===== config.mk =====
export PLATFORM = sky130hd
export DESIGN_NAME = iems_ram
export DESIGN_NICKNAME = d
export VERILOG_FILES = /design/src/rtl/iems_ram.sv
export SDC_FILE = /design/constraint.sdc
export NUM_CORES = 1
export LEC_CHECK = 0
export BUFFER_PORTS_ARGS = -buffer_cell sky130_fd_sc_hd__buf_2
export CORE_MARGIN = 2
export CORE_UTILIZATION = 40
export DETAILED_ROUTE_END_ITERATION = 10
export HOLD_SLACK_MARGIN = 0.15
export PLACE_DENSITY = 0.67
export SLEW_MARGIN = 20
export SYNTH_ARGS = -nofsm -noshare
export SYNTH_HDL_FRONTEND = slang
export SYNTH_SLANG_ARGS = --single-unit

===== constraint.sdc =====
create_clock -name clk -period 4.8 [get_ports clk]
set_input_delay 0.96 -clock clk [delete_from_list [all_inputs] [get_ports clk]]
set_output_delay 0.96 -clock clk [all_outputs]
set_load 0.03 [all_outputs]

===== src/rtl/iems_ram.sv =====
// iems_ram: generic one-write one-read memory with registered read data.
// No dependencies.
module iems_ram #(
    parameter int WIDTH = 8,
    parameter int DEPTH = 32
) (
    input  logic                     clk,
    input  logic                     we,
    input  logic [$clog2(DEPTH)-1:0] waddr,
    input  logic [WIDTH-1:0]         wdata,
    input  logic [$clog2(DEPTH)-1:0] raddr,
    output logic [WIDTH-1:0]         rdata
);

    logic [WIDTH-1:0] mem [DEPTH];

    always_ff @(posedge clk)
    begin
        if (we)
        begin
            mem[waddr] <= wdata;
        end
        rdata <= mem[raddr];
    end

endmodule


==> results.yml, run 1 <==
power_and_ir_drop:
  switching_power_mw: 0.9320
  power_density_nw_per_um2: 408.7
  p_clk_share_pct: 38.9
  ir_worst_vdd_mv: 0.2411
  leakage_nw: 3.456
  sequentialPowerShare_pct: 55.7
  internal-power_mw: 3.685
  pwr-share-comb_pct: 5.4
  swShare_pct: 20.19
  power_mw: 4.617
worst_setup_path:
  critPathKind: "in2reg"
  r2r.worst_path.cells: 3
  crit_top_cell: "mux4_2"
  worst-path-max-fanout: 33
  cp.required_ns: 5.21
  r2r-start: "mem[15][2]$_DFFE_PP_"
  cpPeakStageDelay_ns: 0.57
  cp_cell_sequence: "buf_4 -> buf_12 -> mux4_2 -> mux4_2 -> mux2_2"
  crit_path_start_kind: "primary input"
  startpoint: "raddr[0]"
  end_kind: "flip-flop"
  worstPathArrival_ns: 3.29
  critPathSlowestCell: "mux4_2"
layout:
  final_cell_mix: "edfxtp_1, mux4_2, nor2_1, clkbuf_16, buf_2"
  antenna_cells: 0
  final_area_um2: 11300
  utilization_pct: 45.38
  final_nets: 474
  final_cells: 801
  layout_commonest_cell: "edfxtp_1"
  syn2layout_area_growth_pct: 12.36
  drive_gt1_share_pct: 32.70
min_path:
  min_from: "mem[4][6]$_DFFE_PP_"
  hp-class: "reg2reg"
  whs_path_depth: 3
clock_tree:
  clock-sinks: 264
  cts_root_buffer: "clkbuf_16"
  clk_latency_ns: 0.52
  cts_resized: 0
  cts_hold_buf: 0
  cts_tree: "yes"
  cts_max_path_buffers: 3
  cts_buffers: 26
  post_cts_buffers: 0
  cts_max_level: 1
  clk_pin_slew_ns: 0.06
timing:
  setup_violations: 0
  fin_crit_ns: 2.884
  rsz0062_at_grt: "false"
  slew-limit-headroom_pct: 32.07
  max_freq_mhz: 346.8
  finalHoldViolations: 0
  timing.setup.tns_ns: 0
  tightest_slew_ns: 1.015
  skew_ns: 0.005718
  fin_crit_sh_pct: 60.08
  drv_slew: 0
yosys:
  synth_cell_types: 15
  yosysSeqAreaShare_pct: 78.06
  ys_ff_latch: 264
  avgSynthCellArea_um2: 24.11
  synthCells: 417
  syn_nets: 437
  synth_warnings: 0
  syn-cell-area_um2: 10050
global_routing:
  grt_usage_pct: 15.87
  met1_usage_pct: 23.02
  grt-ovfl-total: 0
  grt_pass1_wl_mm: 30.47
  grt_max_degree: 65
  grt_pass1_vias: 4651
  met2_usage_pct: 25.13
  top_usage_layer: "met2"
  antenna_found_initial: 0
  grt_use_met3_pct: 3.463
floorplan:
  dieArea_um2: 26420
  die_h_um: 162.5
  top_level_ports: 28
  initial_utilization_pct: 40.39
  coreArea_um2: 24890
  core.rowCount: 58
  die_w_um: 162.5
route:
  dr.pass1.iters: 5
  ant_nets: 0
  drt_iter0_drc: 429
  vias_per_cell: 5.513
  drc: 0
  vias: 4416
  wire_per_inst_um: 25.21
  drt-total-wl_mm: 20.19
placement:
  dp_hpwl_mm: 12.45
  place_area_um2: 10540
  numPlacedInstances: 756
  portBuffers: 27
  gp_congestion: 0.7484
job:
  drv_cap: 0
run_status:
  outcome: "completed"
-- area by class of cell --
type / count / area, µm²
Tap cell: 330 / 412.9
Timing Repair Buffer: 29 / 177.7
Fill cell: 2004 / 13600
Clock buffer: 34 / 701.9
Sequential cell: 264 / 7848
Clock inverter: 11 / 48.80
Multi-Input combinational cell: 133 / 2107
-- sequential cells by signal, indices dropped and copies added, names as in the netlist --
name / cells
mem: 256
rdata: 8
-- path summary, 6_finish.rpt --
| path | to | slack, ns |
|---|---|---|
| worst min-delay path | rdata[6]$_DFF_P_ | 0.91 |
| worst max register to register | rdata[2]$_DFF_P_ | 3.01 |
| worst min register to register | rdata[6]$_DFF_P_ | 0.91 |
| worst max-delay path | rdata[6]$_DFF_P_ | 1.92 |
-- Yosys cell counts --
cell / n / area [µm²]
edfxtp_1: 256 / 7687
mux4_2: 80 / 1802
nor2_1: 33 / 123.9
dfxtp_1: 8 / 160.2
mux2_2: 8 / 90.09
buf_1: 6 / 22.52
buf_4: 6 / 45.04
clkbuf_1: 6 / 22.52
nand3b_1: 5 / 37.54
or3b_2: 3 / 26.28
nand3_1: 2 / 10.01
buf_2: 1 / 5.000
buf_6: 1 / 11.26
nand2_1: 1 / 3.750
or3_1: 1 / 6.260
-- metrics by stage --
| step | setup WS (ns) | hold slack, ns |
|---|---|---|
| final | 1.916 | 0.9067 |
| after detailed placement | 1.338 | 0.8919 |
| after global routing | 1.773 | 0.9053 |
| after floorplan | 2.038 | 0.8652 |
| after CTS | 1.867 | 0.8974 |
| after global placement | 1.349 | 0.8867 |
-- critical path: cells and delay by family --
family | cells | cell delay [ns]
buffers and inverters | 2 | 0.88
multiplexers | 3 | 1.38
-- per-layer routing --
metal	routed length, µm	share of wire, %
met1	8387	42
met2	9869	49
met3	1720	8.5
met4	213	1.1
met5	0	0
-- power groups by stage --
stage               Sequential [mW]  Combinational, mW  Clock (mW)
floorplan                      2.64              0.137           0
global placement               2.62              0.247           0
detailed placement             2.62              0.253           0
CTS                            2.57              0.253        1.82
global route                   2.58              0.267        1.92
finish                         2.57              0.249        1.79
-- kinds of logic (layout without fill, tap and decap cells) --
kind of cell	Yosys count	in the layout	synth area share [%]
DFF	264	264	78.06
muxes	88	88	18.82
and+or+nand+nor	45	45	2.066
buffers and inverters	20	74	1.058
No activity file was read; power rests on OpenSTA's default activity.
==> inputs of run 2 (changes only) <==
Settings changed: PLACE_DENSITY 0.67 to 0.69.
Clock period 4.8 ns to 2.6 ns, I/O delays scaled along.
==> run 2 against run 1 <==
  * Flip-flop and latch count unchanged
  * Core utilization increased by 2.1 points
  * Sequential share of layout area decreased by 3.1 points
  * Clock-buffer cell count decreased by 3
  * Worst hold slack got worse by 0.45 ns
  * Clock skew increased by 0.0043 ns
  * Design area increased by 4.7%
  * Global-route usage increased by 0.29 points
  * First-iteration DRC count increased by 25%
  * Total power increased by 96%
  * Sequential power increased by 85%
  * Highest routed layer unchanged
==> results.yml, run 2 (same netlist as run 1, synthesis figures left out) <==
floorplan:
  dieArea_um2: 26420
  coreArea_um2: 24890
  initial_utilization_pct: 40.39
  core.rowCount: 58
  top_level_ports: 28
  die_h_um: 162.5
  die_w_um: 162.5
clock_tree:
  clk_pin_slew_ns: 0.06
  cts_max_path_buffers: 3
  post_cts_buffers: 0
  cts_root_buffer: "clkbuf_16"
  cts_tree: "yes"
  cts_resized: 0
  clk_latency_ns: 0.52
  clock-sinks: 264
  cts_hold_buf: 0
  cts_buffers: 26
  cts_max_level: 1
power_and_ir_drop:
  leakage_nw: 3.794
  ir_worst_vdd_mv: 0.4173
  power_mw: 9.058
  power_density_nw_per_um2: 765.7
timing:
  timing.setup.tns_ns: 0
  slew-limit-headroom_pct: 58.13
  finalHoldViolations: 0
  drv_slew: 0
  rsz0062_at_grt: "false"
  fin_crit_ns: 1.919
  tightest_slew_ns: 0.6281
  skew_ns: 0.01002
  setup_violations: 0
  max_freq_mhz: 521.2
  finalWorstSetupSlack_ns: 0.6812
  fin_crit_sh_pct: 73.80
layout:
  largest_reg_flops: 256
  final_area_um2: 11830
  syn2layout_area_growth_pct: 17.67
  antenna_cells: 0
  top_regs: "mem x256, rdata x8"
  final_nets: 520
  drive_gt1_share_pct: 39.62
  fill_cells: 1956
  final_cell_mix: "edfxtp_1, mux4_2, buf_4, nor2_1, clkbuf_16"
  largest_register: "mem"
  layout_commonest_cell: "edfxtp_1"
worst_setup_path:
  cp_top_family: "multiplexers"
  cp_cell_sequence: "buf_4 -> buf_12 -> buf_12 -> mux4_2 -> mux4_2 -> mux2_2"
  end_kind: "flip-flop"
  worst-path-max-fanout: 16
  cp.required_ns: 3.01
  critPathKind: "in2reg"
  critPathBufInv: 3
  crit_path_start_kind: "primary input"
  cpPeakStageDelay_ns: 0.53
  critPathSlowestCell: "mux4_2"
  worstPathArrival_ns: 2.32
global_routing:
  grt-ovfl-total: 0
  grt_usage_pct: 16.15
  grt_max_degree: 40
  grt_pass1_wl_mm: 31.18
  grt_pass1_vias: 4741
  antenna_found_initial: 0
job:
  drv_cap: 0
route:
  drt-total-wl_mm: 20.75
  ant_nets: 0
  drt_iter0_drc: 538
  vias: 4665
  vias_per_cell: 5.488
  wire_per_inst_um: 24.41
  drc: 0
  dr.pass1.iters: 5
placement:
  place_area_um2: 10950
  portBuffers: 27
  gp_congestion: 0.7962
  post-place-ws_ns: 0.1294
  dp_hpwl_mm: 13.57
min_path:
  hp-class: "in2reg"
run_status:
  outcome: "completed"
[run 2: path summary, 6_finish.rpt]
check / slack [ns] / startpoint / endpoint / depth (start not counted)
setup / recovery: 0.68 / raddr[0] / rdata[2]$_DFF_P_ / 6
hold / removal: 0.46 / raddr[3] / rdata[4]$_DFF_P_ / 2
setup reg to reg: 0.75 / mem[5][7]$_DFFE_PP_ / rdata[7]$_DFF_P_ / 3
hold reg to reg: 0.90 / mem[20][3]$_DFFE_PP_ / rdata[3]$_DFF_P_ / 3
[run 2: through the flow]
stage | hold slack, ns | utilization (%) | std cells
floorplan | 0.6189 | - | 417
global placement | 0.8835 | 43.97 | 802
detailed placement | 0.8880 | 43.97 | 802
CTS | 0.4479 | 47.53 | 850
global route | 0.4530 | 47.53 | 850
finish | 0.4597 | 47.53 | 850
[run 2: final cells by class]
class                   count  area (µm²)  area share, %
well taps                 330       412.9          3.490
flip-flops and latches    264        7848          66.34
repair buffers             75       585.6          4.950
clock buffers              31       700.7          5.923
multi-input cells         133        2100          17.75
clock inverters            17       183.9          1.555
[run 2: report_power, final]
part / total, mW / internal [mW] / switching [mW]
combinational: 0.492 / 0.213 / 0.279
sequential: 4.76 / 4.73 / 0.0237
clock: 3.81 / 2.31 / 1.50
[run 2: worst register-to-register path: cells and delay by family (launching register included)]
family,cells,cell delay [ns]
mux,3,1.37
flops,1,0.37
[run 2: routing by layer]
metal	global-route usage (%)	routed length [µm]	vias to the layer above	share of wire, %
li1	-	-	1945	-
met1	24.07	8865	2493	43
met2	24.97	9899	201	48
met3	2.725	1588	26	7.7
met4	4.385	393	0	1.9
met5	0	0	-	0
==> inputs of run 3 (changes only) <==
Settings changed: PLACE_DENSITY 0.69 to 0.67.
Clock period 2.6 ns to 2 ns, I/O delays scaled along.
==> run 3 against run 2 <==
  * Sequential power up 30%
  * Final cell count down 0.24%
  * Clock-buffer cell count down 2
  * First-iteration DRC count down 11%
  * Clock power up 40%
  * Die area unchanged
  * Sequential share of layout area down 0.45 points
  * Setup slack worse by 0.55 ns
  * Global-route usage up 0.65 points
  * Register-to-register slack worse by 0.57 ns
  * Routed wire length up 4.7%
  * Total power up 34%
==> results.yml, run 3 (same netlist as run 1, synthesis figures left out) <==
placement:
  portBuffers: 27
  dp_hpwl_mm: 13.30
  place_area_um2: 10960
  gp_congestion: 0.7787
  post-place-ws_ns: -0.3705
clock_tree:
  cts_max_level: 1
  clk_latency_ns: 0.52
  post_cts_buffers: 0
  clk_pin_slew_ns: 0.07
  cts_tree: "yes"
  clock-sinks: 264
  cts_hold_buf: 0
  cts_buffers: 26
  cts_max_path_buffers: 3
  cts_root_buffer: "clkbuf_16"
  cts_resized: 0
route:
  dr.pass1.iters: 5
  drt-total-wl_mm: 21.72
  vias: 4700
  drt_iter0_drc: 477
  drc: 0
  ant_nets: 0
  wire_per_inst_um: 25.62
  vias_per_cell: 5.542
floorplan:
  coreArea_um2: 24890
  top_level_ports: 28
  dieArea_um2: 26420
  core.rowCount: 58
  die_w_um: 162.5
  die_h_um: 162.5
  initial_utilization_pct: 40.39
layout:
  final_nets: 519
  utilization_pct: 47.85
  largest_register: "mem"
  final_cell_mix: "edfxtp_1, mux4_2, buf_4, nor2_1"
  syn2layout_area_growth_pct: 18.47
  final_area_um2: 11910
  layout_commonest_cell: "edfxtp_1"
  drive_gt1_share_pct: 39.77
  largest_reg_flops: 256
  antenna_cells: 0
  top_regs: "mem x256, rdata x8"
worst_setup_path:
  rr_endpoint: "rdata[7]$_DFF_P_"
  r2r_slack_ns: 0.18
  critPathKind: "in2reg"
  crit_path_start_kind: "primary input"
  r2r-start: "mem[5][7]$_DFFE_PP_"
  r2r.worst_path.cells: 3
  end_kind: "flip-flop"
  worst-path-max-fanout: 17
  critPathSlowestCell: "mux4_2"
  worstPathArrival_ns: 2.27
  cp.required_ns: 2.41
  cpPeakStageDelay_ns: 0.52
  cp_cell_sequence: "buf_4 -> buf_12 -> buf_4 -> mux4_2 -> mux4_2 -> mux2_2"
power_and_ir_drop:
  leakage_nw: 3.816
  ir_worst_vdd_mv: 0.5708
  power_density_nw_per_um2: 1023
  power_mw: 12.18
global_routing:
  antenna_found_initial: 0
  grt_pass1_vias: 4834
  grt_max_degree: 33
  grt-ovfl-total: 0
  grt_pass1_wl_mm: 32.11
  grt_usage_pct: 16.80
timing:
  skew_ns: 0.007433
  timing.setup.tns_ns: 0
  setup_violations: 0
  fin_crit_ns: 1.864
  tightest_slew_ns: 0.6441
  fin_crit_sh_pct: 93.20
  max_freq_mhz: 536.5
  finalWorstSetupSlack_ns: 0.1360
  slew-limit-headroom_pct: 57.06
  rsz0062_at_grt: "false"
  finalHoldViolations: 0
  drv_slew: 0
job:
  drv_cap: 0
min_path:
  hp-class: "in2reg"
  hold_path_end: "rdata[2]$_DFF_P_"
  min_from: "raddr[3]"
  whs_path_depth: 2
run_status:
  outcome: "completed"
[run 3: cell types whose count changed in the layout (fill, tap and decap cells not counted)]
| cell | previous run | this run |
|---|---|---|
| clkbuf_8 | 1 | 0 |
| clkinv_4 | 0 | 2 |
| clkbuf_16 | 27 | 26 |
| buf_4 | 42 | 39 |
| clkinv_1 | 5 | 3 |
| bufinv_16 | 4 | 7 |
| clkinv_8 | 0 | 1 |
| clkinv_2 | 6 | 3 |
| buf_12 | 7 | 9 |
[run 3: area by class of cell]
class	count	area, µm²
multi-input cells	133	2100
clock inverters	18	285.3
fillers	1945	12980
clock buffers	29	661.9
well taps	330	412.9
repair buffers	74	603.1
flip-flops and latches	264	7848
[run 3: how the worst max path moves through the flow]
stage,from,to
floorplan,raddr[0],rdata[0]$_DFF_P_
global placement,raddr[0],rdata[4]$_DFF_P_
detailed placement,raddr[0],rdata[5]$_DFF_P_
CTS,raddr[0],rdata[5]$_DFF_P_
global route,raddr[0],rdata[5]$_DFF_P_
finish,raddr[0],rdata[5]$_DFF_P_
[run 3: metrics by stage]
stage / hold slack [ns] / cells
after floorplan: 0.4989 / 417
after global placement: 0.8503 / 801
after detailed placement: 0.8487 / 801
after CTS: 0.3353 / 848
after global routing: 0.3375 / 848
final: 0.3568 / 848
[run 3: per-layer routing]
layer  routed length (µm)  global-route usage (%)  vias up
met4                  387                   4.264        0
met2                10380                   26.23      188
li1                     -                       -     1942
met1                 9358                   24.74     2541
met5                    0                       0        -
met3                 1594                   3.107       29
[run 3: power breakdown]
group | internal (mW) | switching (mW) | total, mW
sequential | 6.15 | 0.0312 | 6.18
clock | 3.30 | 2.04 | 5.34
combinational | 0.288 | 0.374 | 0.663
[run 3: critical path: cells and delay by family]
kind / cells / cell delay (ns)
multiplexers: 3 / 1.32
buffers and inverters: 3 / 0.53
