## config.mk

```make
export PLATFORM = sky130hd
export DESIGN_NAME = iems_unit
export DESIGN_NICKNAME = d
export VERILOG_FILES = /design/src/rtl/iems_pkg.sv /design/src/rtl/iems_unit.sv
export SDC_FILE = /design/constraint.sdc
export NUM_CORES = 1
export LEC_CHECK = 0
export BUFFER_PORTS_ARGS = -buffer_cell sky130_fd_sc_hd__buf_2
export CORE_ASPECT_RATIO = 0.6
export CORE_UTILIZATION = 56
export DETAILED_ROUTE_END_ITERATION = 10
export PLACE_DENSITY = 0.78
export RECOVER_POWER = 100
export SETUP_SLACK_MARGIN = 0.1
export SYNTH_ARGS = -nofsm -noshare
export SYNTH_HDL_FRONTEND = slang
export SYNTH_SLANG_ARGS = --single-unit
```

## constraint.sdc

```tcl
create_clock -name clk -period 6.63 [get_ports clk]
set_input_delay 1.326 -clock clk [delete_from_list [all_inputs] [get_ports clk]]
set_output_delay 1.326 -clock clk [all_outputs]
set_load 0.005 [all_outputs]
```

## src/rtl/iems_pkg.sv

```systemverilog
// iems_pkg: constants, register indexes and unit request types for the
// isotope envelope match scorer. No dependencies.
package iems_pkg;

    localparam int MAX_PEAKS = 32;
    localparam int FRAC_BITS = 16;
    localparam int NORM_FRAC = 8;
    localparam int ADDR_W    = $clog2(MAX_PEAKS);
    localparam int CNT_W     = $clog2(MAX_PEAKS + 1);
    localparam int PEAK_W    = 32 * 4 + 1;
    localparam int SCORE_W   = 48;
    localparam int CFG_W     = 24;
    localparam int CFG_IDX_W = 3;

    localparam logic [CFG_IDX_W-1:0] REG_SHIFT_EN   = 3'd0;
    localparam logic [CFG_IDX_W-1:0] REG_RATIO_EN   = 3'd1;
    localparam logic [CFG_IDX_W-1:0] REG_TOLERANCE  = 3'd2;
    localparam logic [CFG_IDX_W-1:0] REG_SHIFT_K    = 3'd3;
    localparam logic [CFG_IDX_W-1:0] REG_SHIFT_STEP = 3'd4;
    localparam logic [CFG_IDX_W-1:0] REG_RATIO_BEG  = 3'd5;
    localparam logic [CFG_IDX_W-1:0] REG_RATIO_END  = 3'd6;
    localparam logic [CFG_IDX_W-1:0] REG_RATIO_SCL  = 3'd7;

    localparam logic OP_DIV  = 1'b0;
    localparam logic OP_SQRT = 1'b1;

    typedef struct packed {
        logic        start;
        logic        op;
        logic [63:0] num;
        logic [47:0] den;
    } unit_req_t;

    typedef struct packed {
        logic        done;
        logic [63:0] result;
    } unit_rsp_t;

endpackage

```

## src/rtl/iems_unit.sv

```systemverilog
// iems_unit: shared bit-serial divider (64 by 48 bits, one quotient bit a
// cycle) and integer square root (two radicand bits a cycle). Depends on iems_pkg.
module iems_unit (
    input  logic                clk,
    input  logic                rst_n,
    input  iems_pkg::unit_req_t req,
    output iems_pkg::unit_rsp_t rsp
);

    logic        busy_reg, busy_next;
    logic        done_reg, done_next;
    logic        op_reg, op_next;
    logic [6:0]  cnt_reg, cnt_next;
    logic [63:0] acc_reg, acc_next;
    logic [47:0] rem_reg, rem_next;
    logic [47:0] den_reg, den_next;
    logic [63:0] res_reg, res_next;
    logic [63:0] bit_reg, bit_next;

    logic [48:0] rem_sh;
    logic [48:0] rem_sub;
    logic        div_ge;
    logic [63:0] sq_sum;
    logic        sq_ge;

    assign rem_sh  = {rem_reg, acc_reg[63]};
    assign rem_sub = rem_sh - {1'b0, den_reg};
    assign div_ge  = rem_sh >= {1'b0, den_reg};
    assign sq_sum  = res_reg + bit_reg;
    assign sq_ge   = acc_reg >= sq_sum;

    always_comb
    begin
        busy_next = busy_reg;
        done_next = 1'b0;
        op_next   = op_reg;
        cnt_next  = cnt_reg;
        acc_next  = acc_reg;
        rem_next  = rem_reg;
        den_next  = den_reg;
        res_next  = res_reg;
        bit_next  = bit_reg;
        if (busy_reg)
        begin
            if (op_reg == iems_pkg::OP_DIV)
            begin
                rem_next = div_ge ? rem_sub[47:0] : rem_sh[47:0];
                acc_next = {acc_reg[62:0], div_ge};
            end
            else
            begin
                if (sq_ge)
                begin
                    acc_next = acc_reg - sq_sum;
                    res_next = (res_reg >> 1) + bit_reg;
                end
                else
                begin
                    res_next = res_reg >> 1;
                end
                bit_next = bit_reg >> 2;
            end
            cnt_next = cnt_reg - 7'd1;
            if (cnt_reg == 7'd0)
            begin
                busy_next = 1'b0;
                done_next = 1'b1;
            end
        end
        else if (req.start)
        begin
            busy_next = 1'b1;
            op_next   = req.op;
            acc_next  = req.num;
            den_next  = req.den;
            rem_next  = '0;
            res_next  = '0;
            bit_next  = 64'h4000_0000_0000_0000;
            cnt_next  = (req.op == iems_pkg::OP_DIV) ? 7'd63 : 7'd31;
        end
    end

    always_ff @(posedge clk or negedge rst_n)
    begin
        if (!rst_n)
        begin
            busy_reg <= 1'b0;
            done_reg <= 1'b0;
            cnt_reg  <= '0;
        end
        else
        begin
            busy_reg <= busy_next;
            done_reg <= done_next;
            cnt_reg  <= cnt_next;
        end
    end

    always_ff @(posedge clk)
    begin
        op_reg  <= op_next;
        acc_reg <= acc_next;
        rem_reg <= rem_next;
        den_reg <= den_next;
        res_reg <= res_next;
        bit_reg <= bit_next;
    end

    assign rsp.done   = done_reg;
    assign rsp.result = (op_reg == iems_pkg::OP_DIV) ? acc_reg : res_reg;

endmodule

```

==> run_results.csv, run 1 <==
group,metric,value,unit
logic_synthesis,synth-seq-cells,266,
die,die_area,43600,um2
final_layout,num-nets-final,3141,
route,drtIter0Drc,3947,
critical_path,r2r_end,"rem_reg[40]$_SDFFCE_PN0P_",
sta,setup_viol,0,
hold_path,min_from,"cnt_reg[6]$_DFFE_PN0P_",
final_layout,area_delta_synth_final,8.75,%
status,outcome,"complete, but fails checks",
placed_design,placed_cell_area,25200,um2
critical_path,crit_required,7.00,ns
final_layout,layout-drive-gt1-share,0.112,
hold_path,min_to,"done_reg$_DFF_PN0_",
sta,slew_headroom,-1.07,
logic_synthesis,yosysMostFrequentCell,"edfxtp_1",
route,vias,23400,
final_layout,n_fill_cell,3608,
placed_design,portBuffers,180,
final_layout,ff_latch_area,7940,um2
global_routing,grt_pass1_vias,20600,
placed_design,dp_slack,0.305,ns
critical_path,startpoint_type,"flip-flop",
critical_path,cp.arrival,6.74,ns
hold_path,holdPathStages,1,
placed_design,place.gp.congestion,1.12,
final_layout,num_antenna_cells,0,
sta,fin_setup_tns,0,ns
logic_synthesis,synthCells,2735,
logic_synthesis,synth_top_cell_by_area,"edfxtp_1",
route,drt_pass1_iterations,6,
logic_synthesis,mappedNetlistNets,3032,
clock_network,clockRootBuffer,"clkbuf_16",
route,avgViaCountPerCell,6.82,
clock_network,cts_buffers,29,
logic_synthesis,ys_seq_area_frac,0.332,
logic_synthesis,synth_cell_types,90,
die,core,42000,um2
clock_network,cts_buffer_depth,3,
sta,hold_viol,0,
die,rows,58,
status,violations,"capacitance limit, slew limit",
clock_network,clock_latency,0.61,ns
die,die_h,162,um
hold_path,holdCritPathClass,"reg -> reg",
critical_path,worstPathMaxFanout,27,
logic_synthesis,synth_common_cells,"257 x edfxtp_1, 250 x nand2_1, 249 x a21oi_1",
critical_path,end_kind,"flip-flop",
logic_synthesis,synth-edff-count,257,
final_layout,design_area,26000,um2
clock_network,tritoncts,"yes",
placed_design,hpwl,66100,um
die,ioPinCount,181,
critical_path,r2r_setup_slack,0.26,ns
clock_network,clk_pin_slew,0.07,ns
die,fp.dieW,269,um
critical_path,reg2reg_depth,11,
logic_synthesis,synth_ff_type,"edfxtp_1",
logic_synthesis,yosys_warnings,0,
job,maxCapViolCount,3,
critical_path,worstReg2RegStart,"rem_reg[18]$_SDFFCE_PN0P_",
global_routing,antenna_found_initial,2,
route,wl,85800,um
route,drt.antenna.violating_nets,0,
clock_network,ctsHtreeMaxLevel,1,
clock_network,cts_sinks,266,
global_routing,grt_overflow,0,
route,drcViolationCount,0,
logic_synthesis,synth_area_leaders,"edfxtp_1 32%, ha_1 9.4%, a21oi_1 5.2%",
placed_design,dp_cells,3383,
die,initial_utilization,0.570,
route,routedWlPerCell,25.0,um
sta,clock.fmax,0.157,GHz
critical_path,path_class,"reg -> reg",
sta,finalCriticalPeriod,6.37,ns
sta,rsz0062_at_grt,"false",
final_layout,fin_cells,3436,
logic_synthesis,avgSynthCellArea,8.75,um2
sta,setup_slack,0.261,ns
global_routing,grt_max_degree,139,
logic_synthesis,synth_top_area_share,0.323,
sta,finalCritPeriodShare,0.961,
sta,skew,0.0268,ns
final_layout,multi_input_comb_area,14800,um2
global_routing,track_usage,0.381,
sta,tightest_slew,3.11,ns
global_routing,grt_pass1_wl,126000,um
clock_network,postCtsSetupBuffers,0,
logic_synthesis,postSynth.asyncResetShare,0.0338,
logic_synthesis,syn_area,23900,um2
sta,slew_viol_final,143,
## worst max path at each step
stage,start,endpoint,slack (ns),cells past startpoint
floorplan,res_reg[2]$_SDFFCE_PN0P_,acc_reg[0]$_DFFE_PP_,0.17,22
global placement,res_reg[2]$_SDFFCE_PN0P_,acc_reg[50]$_DFFE_PP_,0.53,21
detailed placement,res_reg[2]$_SDFFCE_PN0P_,acc_reg[52]$_DFFE_PP_,0.31,21
CTS,res_reg[2]$_SDFFCE_PN0P_,acc_reg[50]$_DFFE_PP_,0.31,21
global route,res_reg[2]$_SDFFCE_PN0P_,acc_reg[20]$_DFFE_PP_,0.06,22
finish,rem_reg[18]$_SDFFCE_PN0P_,rem_reg[40]$_SDFFCE_PN0P_,0.26,11
## through the flow
stage | hold slack (ns) | utilization
6_report | 0.488 | 0.619
5_1_grt | 0.509 | 0.619
4_1_cts | 0.493 | 0.622
3_5_place_dp | 0.484 | 0.601
3_3_place_gp | 0.473 | 0.601
2_1_floorplan | 0.431 | -
## layout by cell type (no fill, tap or decap), types with 16 or more instances in the layout
cell type and instances:
clkbuf_1 46, a31oi_1 84, mux2_2 33, o211ai_1 16, a31o_2 16, or3_1 20
o21ai_0 136, o31ai_1 37, mux2i_1 56, nand4_1 50, edfxtp_1 257, and2_0 21
buf_2 146, inv_1 105, nor2b_1 37, o21a_1 25, o21bai_1 43, and2_1 22
a21oi_1 251, xor2_1 90, a21o_1 95, nor3_1 66, and3_1 20, a211oi_1 46
nand2_1 249, or4_1 22, nand3_1 83, xnor2_1 82, nor2_1 216, ha_1 179
nand2b_1 27, clkbuf_16 29, buf_4 36
## kinds of logic (layout without fill, tap and decap cells)
family          count (synthesis)  in the layout  synth area share
fa+ha+maj                     181            181            0.0953
flops                         266            266             0.332
xor+xnor                      172            172            0.0630
simple gates                  883            883             0.178
compound gates                876            876             0.240
buf+inv                       257            388            0.0475
mux                           100            100            0.0441
## what timing repair did
item                                    in CTS  in global routing
endpoints found under the setup margin       0                 83
resized for setup                            0                  8
hold buffers                                 0                  0
## worst max-delay path: stages, from the launching register on
cell	delay, ns
edfxtp_1	0.42
ha_1	0.45
nand4_1	0.27
nor4_1	1.04
or4b_1	0.51
o221ai_1	0.34
o21ai_0	0.27
a21oi_1	0.26
o21a_1	0.69
clkbuf_1	1.34
nand2_1	0.12
a21oi_1	0.41
## metal layers
layer  global-route usage  up-vias  part of all wire
met4               0.0857        2             0.025
met5                    0        -           0.00012
met2                0.441     1827              0.34
met1                0.608    11000              0.45
met3                0.174      156              0.18
li1                     -    10500                 -
## area by class of cell
class / count / area share
clock buffers: 39 / 0.0301
flip-flops and latches: 266 / 0.305
clock inverters: 14 / 0.00476
inverters: 107 / 0.0155
repair buffers: 228 / 0.0474
multi-input cells: 2212 / 0.570
well taps: 570 / 0.0274
Power of run 1 is not shown: default switching activity piles up to over one toggle a cycle in this logic, so the estimate is an artifact.
==> inputs of run 2 (changes only) <==
--- a/config.mk
+++ b/config.mk
@@ -6,4 +6,5 @@
 export NUM_CORES = 1
 export LEC_CHECK = 0
+export ABC_CLOCK_PERIOD_IN_PS = 6630
 export BUFFER_PORTS_ARGS = -buffer_cell sky130_fd_sc_hd__buf_2
 export CORE_ASPECT_RATIO = 0.6
==> constraint.sdc (replaced) <==
create_clock -name clk -period 6.63 [get_ports clk]
set_input_delay 1.326 -clock clk [delete_from_list [all_inputs] [get_ports clk]]
set_output_delay 1.326 -clock clk [all_outputs]
set_load 0.05 [all_outputs]
==> run_results.csv, run 2 (same netlist as run 1, synthesis figures left out) <==
group,metric,value,unit
critical_path,end_kind,"flip-flop",
hold_path,min_from,"cnt_reg[6]$_DFFE_PN0P_",
sta,clock.fmax,0.156,GHz
critical_path,crit_path_max_incr_delay,1.37,ns
route,drcViolationCount,0,
job,maxCapViolCount,3,
clock_network,tritoncts,"yes",
placed_design,place.gp.congestion,1.12,
critical_path,worstReg2RegStart,"rem_reg[27]$_SDFFCE_PN0P_",
clock_network,cts_buffers,29,
clock_network,clk_pin_slew,0.07,ns
route,drt.antenna.violating_nets,0,
sta,finalCritPeriodShare,0.970,
hold_path,holdCritPathClass,"reg -> reg",
global_routing,grt_pass1_vias,20600,
global_routing,grt_pass1_wl,126000,um
global_routing,antenna_found_initial,2,
critical_path,cpMostUsedCell,"a21oi_1",
die,initial_utilization,0.570,
route,vias,23500,
clock_network,cts_sinks,266,
die,core,42000,um2
clock_network,postCtsSetupBuffers,0,
sta,rsz0062_at_grt,"false",
global_routing,track_usage,0.381,
die,die_h,162,um
route,drt_pass1_iterations,7,
critical_path,worstPathMaxFanout,27,
sta,slew_headroom,-1.05,
critical_path,path_class,"reg -> reg",
global_routing,grt_max_degree,139,
die,fp.dieW,269,um
clock_network,cts_buffer_depth,3,
critical_path,startpoint_type,"flip-flop",
die,rows,58,
die,die_area,43600,um2
sta,hold_viol,0,
status,violations,"capacitance limit, slew limit",
critical_path,slowest_stage,"clkbuf_1",
critical_path,startpoint,"rem_reg[27]$_SDFFCE_PN0P_",
critical_path,crit_required,7.00,ns
sta,skew,0.0266,ns
die,ioPinCount,181,
placed_design,portBuffers,180,
final_layout,num_antenna_cells,0,
final_layout,layout-drive-gt1-share,0.104,
placed_design,hpwl,66100,um
route,avgViaCountPerCell,6.84,
placed_design,dp_cells,3383,
clock_network,ctsHtreeMaxLevel,1,
sta,setup_viol,0,
clock_network,clock_latency,0.62,ns
sta,slew_viol_final,143,
sta,finalCriticalPeriod,6.43,ns
route,routedWlPerCell,24.9,um
final_layout,layout_commonest_cell,"edfxtp_1",
final_layout,num-nets-final,3141,
final_layout,area_delta_synth_final,8.64,%
final_layout,final_core_util,0.619,
global_routing,grt_overflow,0,
status,outcome,"complete, but fails checks",
critical_path,crit_chain,"ha_1 -> nand4_2 -> nor4_1 -> or4b_1 -> o221ai_1 -> o21ai_0 -> a21oi_1 -> o21a_1 -> clkbuf_1 -> nand2_1 -> a21oi_1",
final_layout,final_cell_mix,"257 x edfxtp_1, 251 x a21oi_1, 249 x nand2_1, 216 x nor2_1, 179 x ha_1",
critical_path,cp.arrival,6.80,ns
route,drtIter0Drc,3728,
clock_network,clockRootBuffer,"clkbuf_16",
final_layout,fin_cells,3436,
sta,tightest_slew,3.08,ns
sta,fin_setup_tns,0,ns
route,wl,85700,um
## run 2: cell types whose count changed in the layout (fill, tap and decap cells not counted)
cell and change:
buf_1 -1, clkbuf_1 +22, buf_2 -21
## run 2: area by class of cell
| class | count | area, um2 |
|---|---|---|
| Sequential cell | 266 | 7940 |
| Clock buffer | 39 | 783 |
| Multi-Input combinational cell | 2212 | 14800 |
| Tap cell | 570 | 713 |
| Fill cell | 3625 | 16000 |
| Inverter | 107 | 403 |
| Clock inverter | 14 | 124 |
| Timing Repair Buffer | 228 | 1210 |
## run 2: worst paths after layout
| path | end | slack (ns) | depth (start not counted) |
|---|---|---|---|
| worst max-delay path | rem_reg[40]$_SDFFCE_PN0P_ | 0.20 | 11 |
| worst min-delay path | cnt_reg[6]$_DFFE_PN0P_ | 0.49 | 1 |
| worst max register to register | rem_reg[40]$_SDFFCE_PN0P_ | 0.20 | 11 |
| worst min register to register | cnt_reg[6]$_DFFE_PN0P_ | 0.49 | 1 |
| max in group asynchronous | cnt_reg[3]$_DFFE_PN0P_ | 5.56 | 1 |
| min in group asynchronous | cnt_reg[0]$_DFFE_PN0P_ | 0.68 | 1 |
## run 2: what timing repair did
item | CTS | global route
hold buffers | 0 | 0
resized for setup | 0 | 8
endpoints found under the setup margin | 0 | 83
endpoints found under the hold margin | 0 | 0
## run 2: metrics by stage
step	cell area, um2	hold slack, ns	setup WS (ns)
floorplan	23900	0.431	0.171
global placement	25200	0.473	0.526
detailed placement	25200	0.484	0.305
CTS	26100	0.493	0.312
global route	26000	0.509	0.0561
finish	26000	0.488	0.201
## run 2: critical path, delay by kind of cell (launching register included)
kind | cells | cell delay, ns
AO/OA/AOI/OAI | 5 | 2.01
buffers and inverters | 1 | 1.37
adder cells (fa/ha/maj) | 1 | 0.45
AND/OR/NAND/NOR | 4 | 1.90
flip-flops | 1 | 0.42
## run 2: layer usage
metal / vias to the layer above / share of wire / global-route usage
met3: 152 / 0.18 / 0.174
met5: - / 0.00012 / 0
li1: 10500 / - / -
met1: 11000 / 0.45 / 0.608
met4: 2 / 0.024 / 0.0857
met2: 1850 / 0.34 / 0.441
Power of run 2 is left out for the same reason.
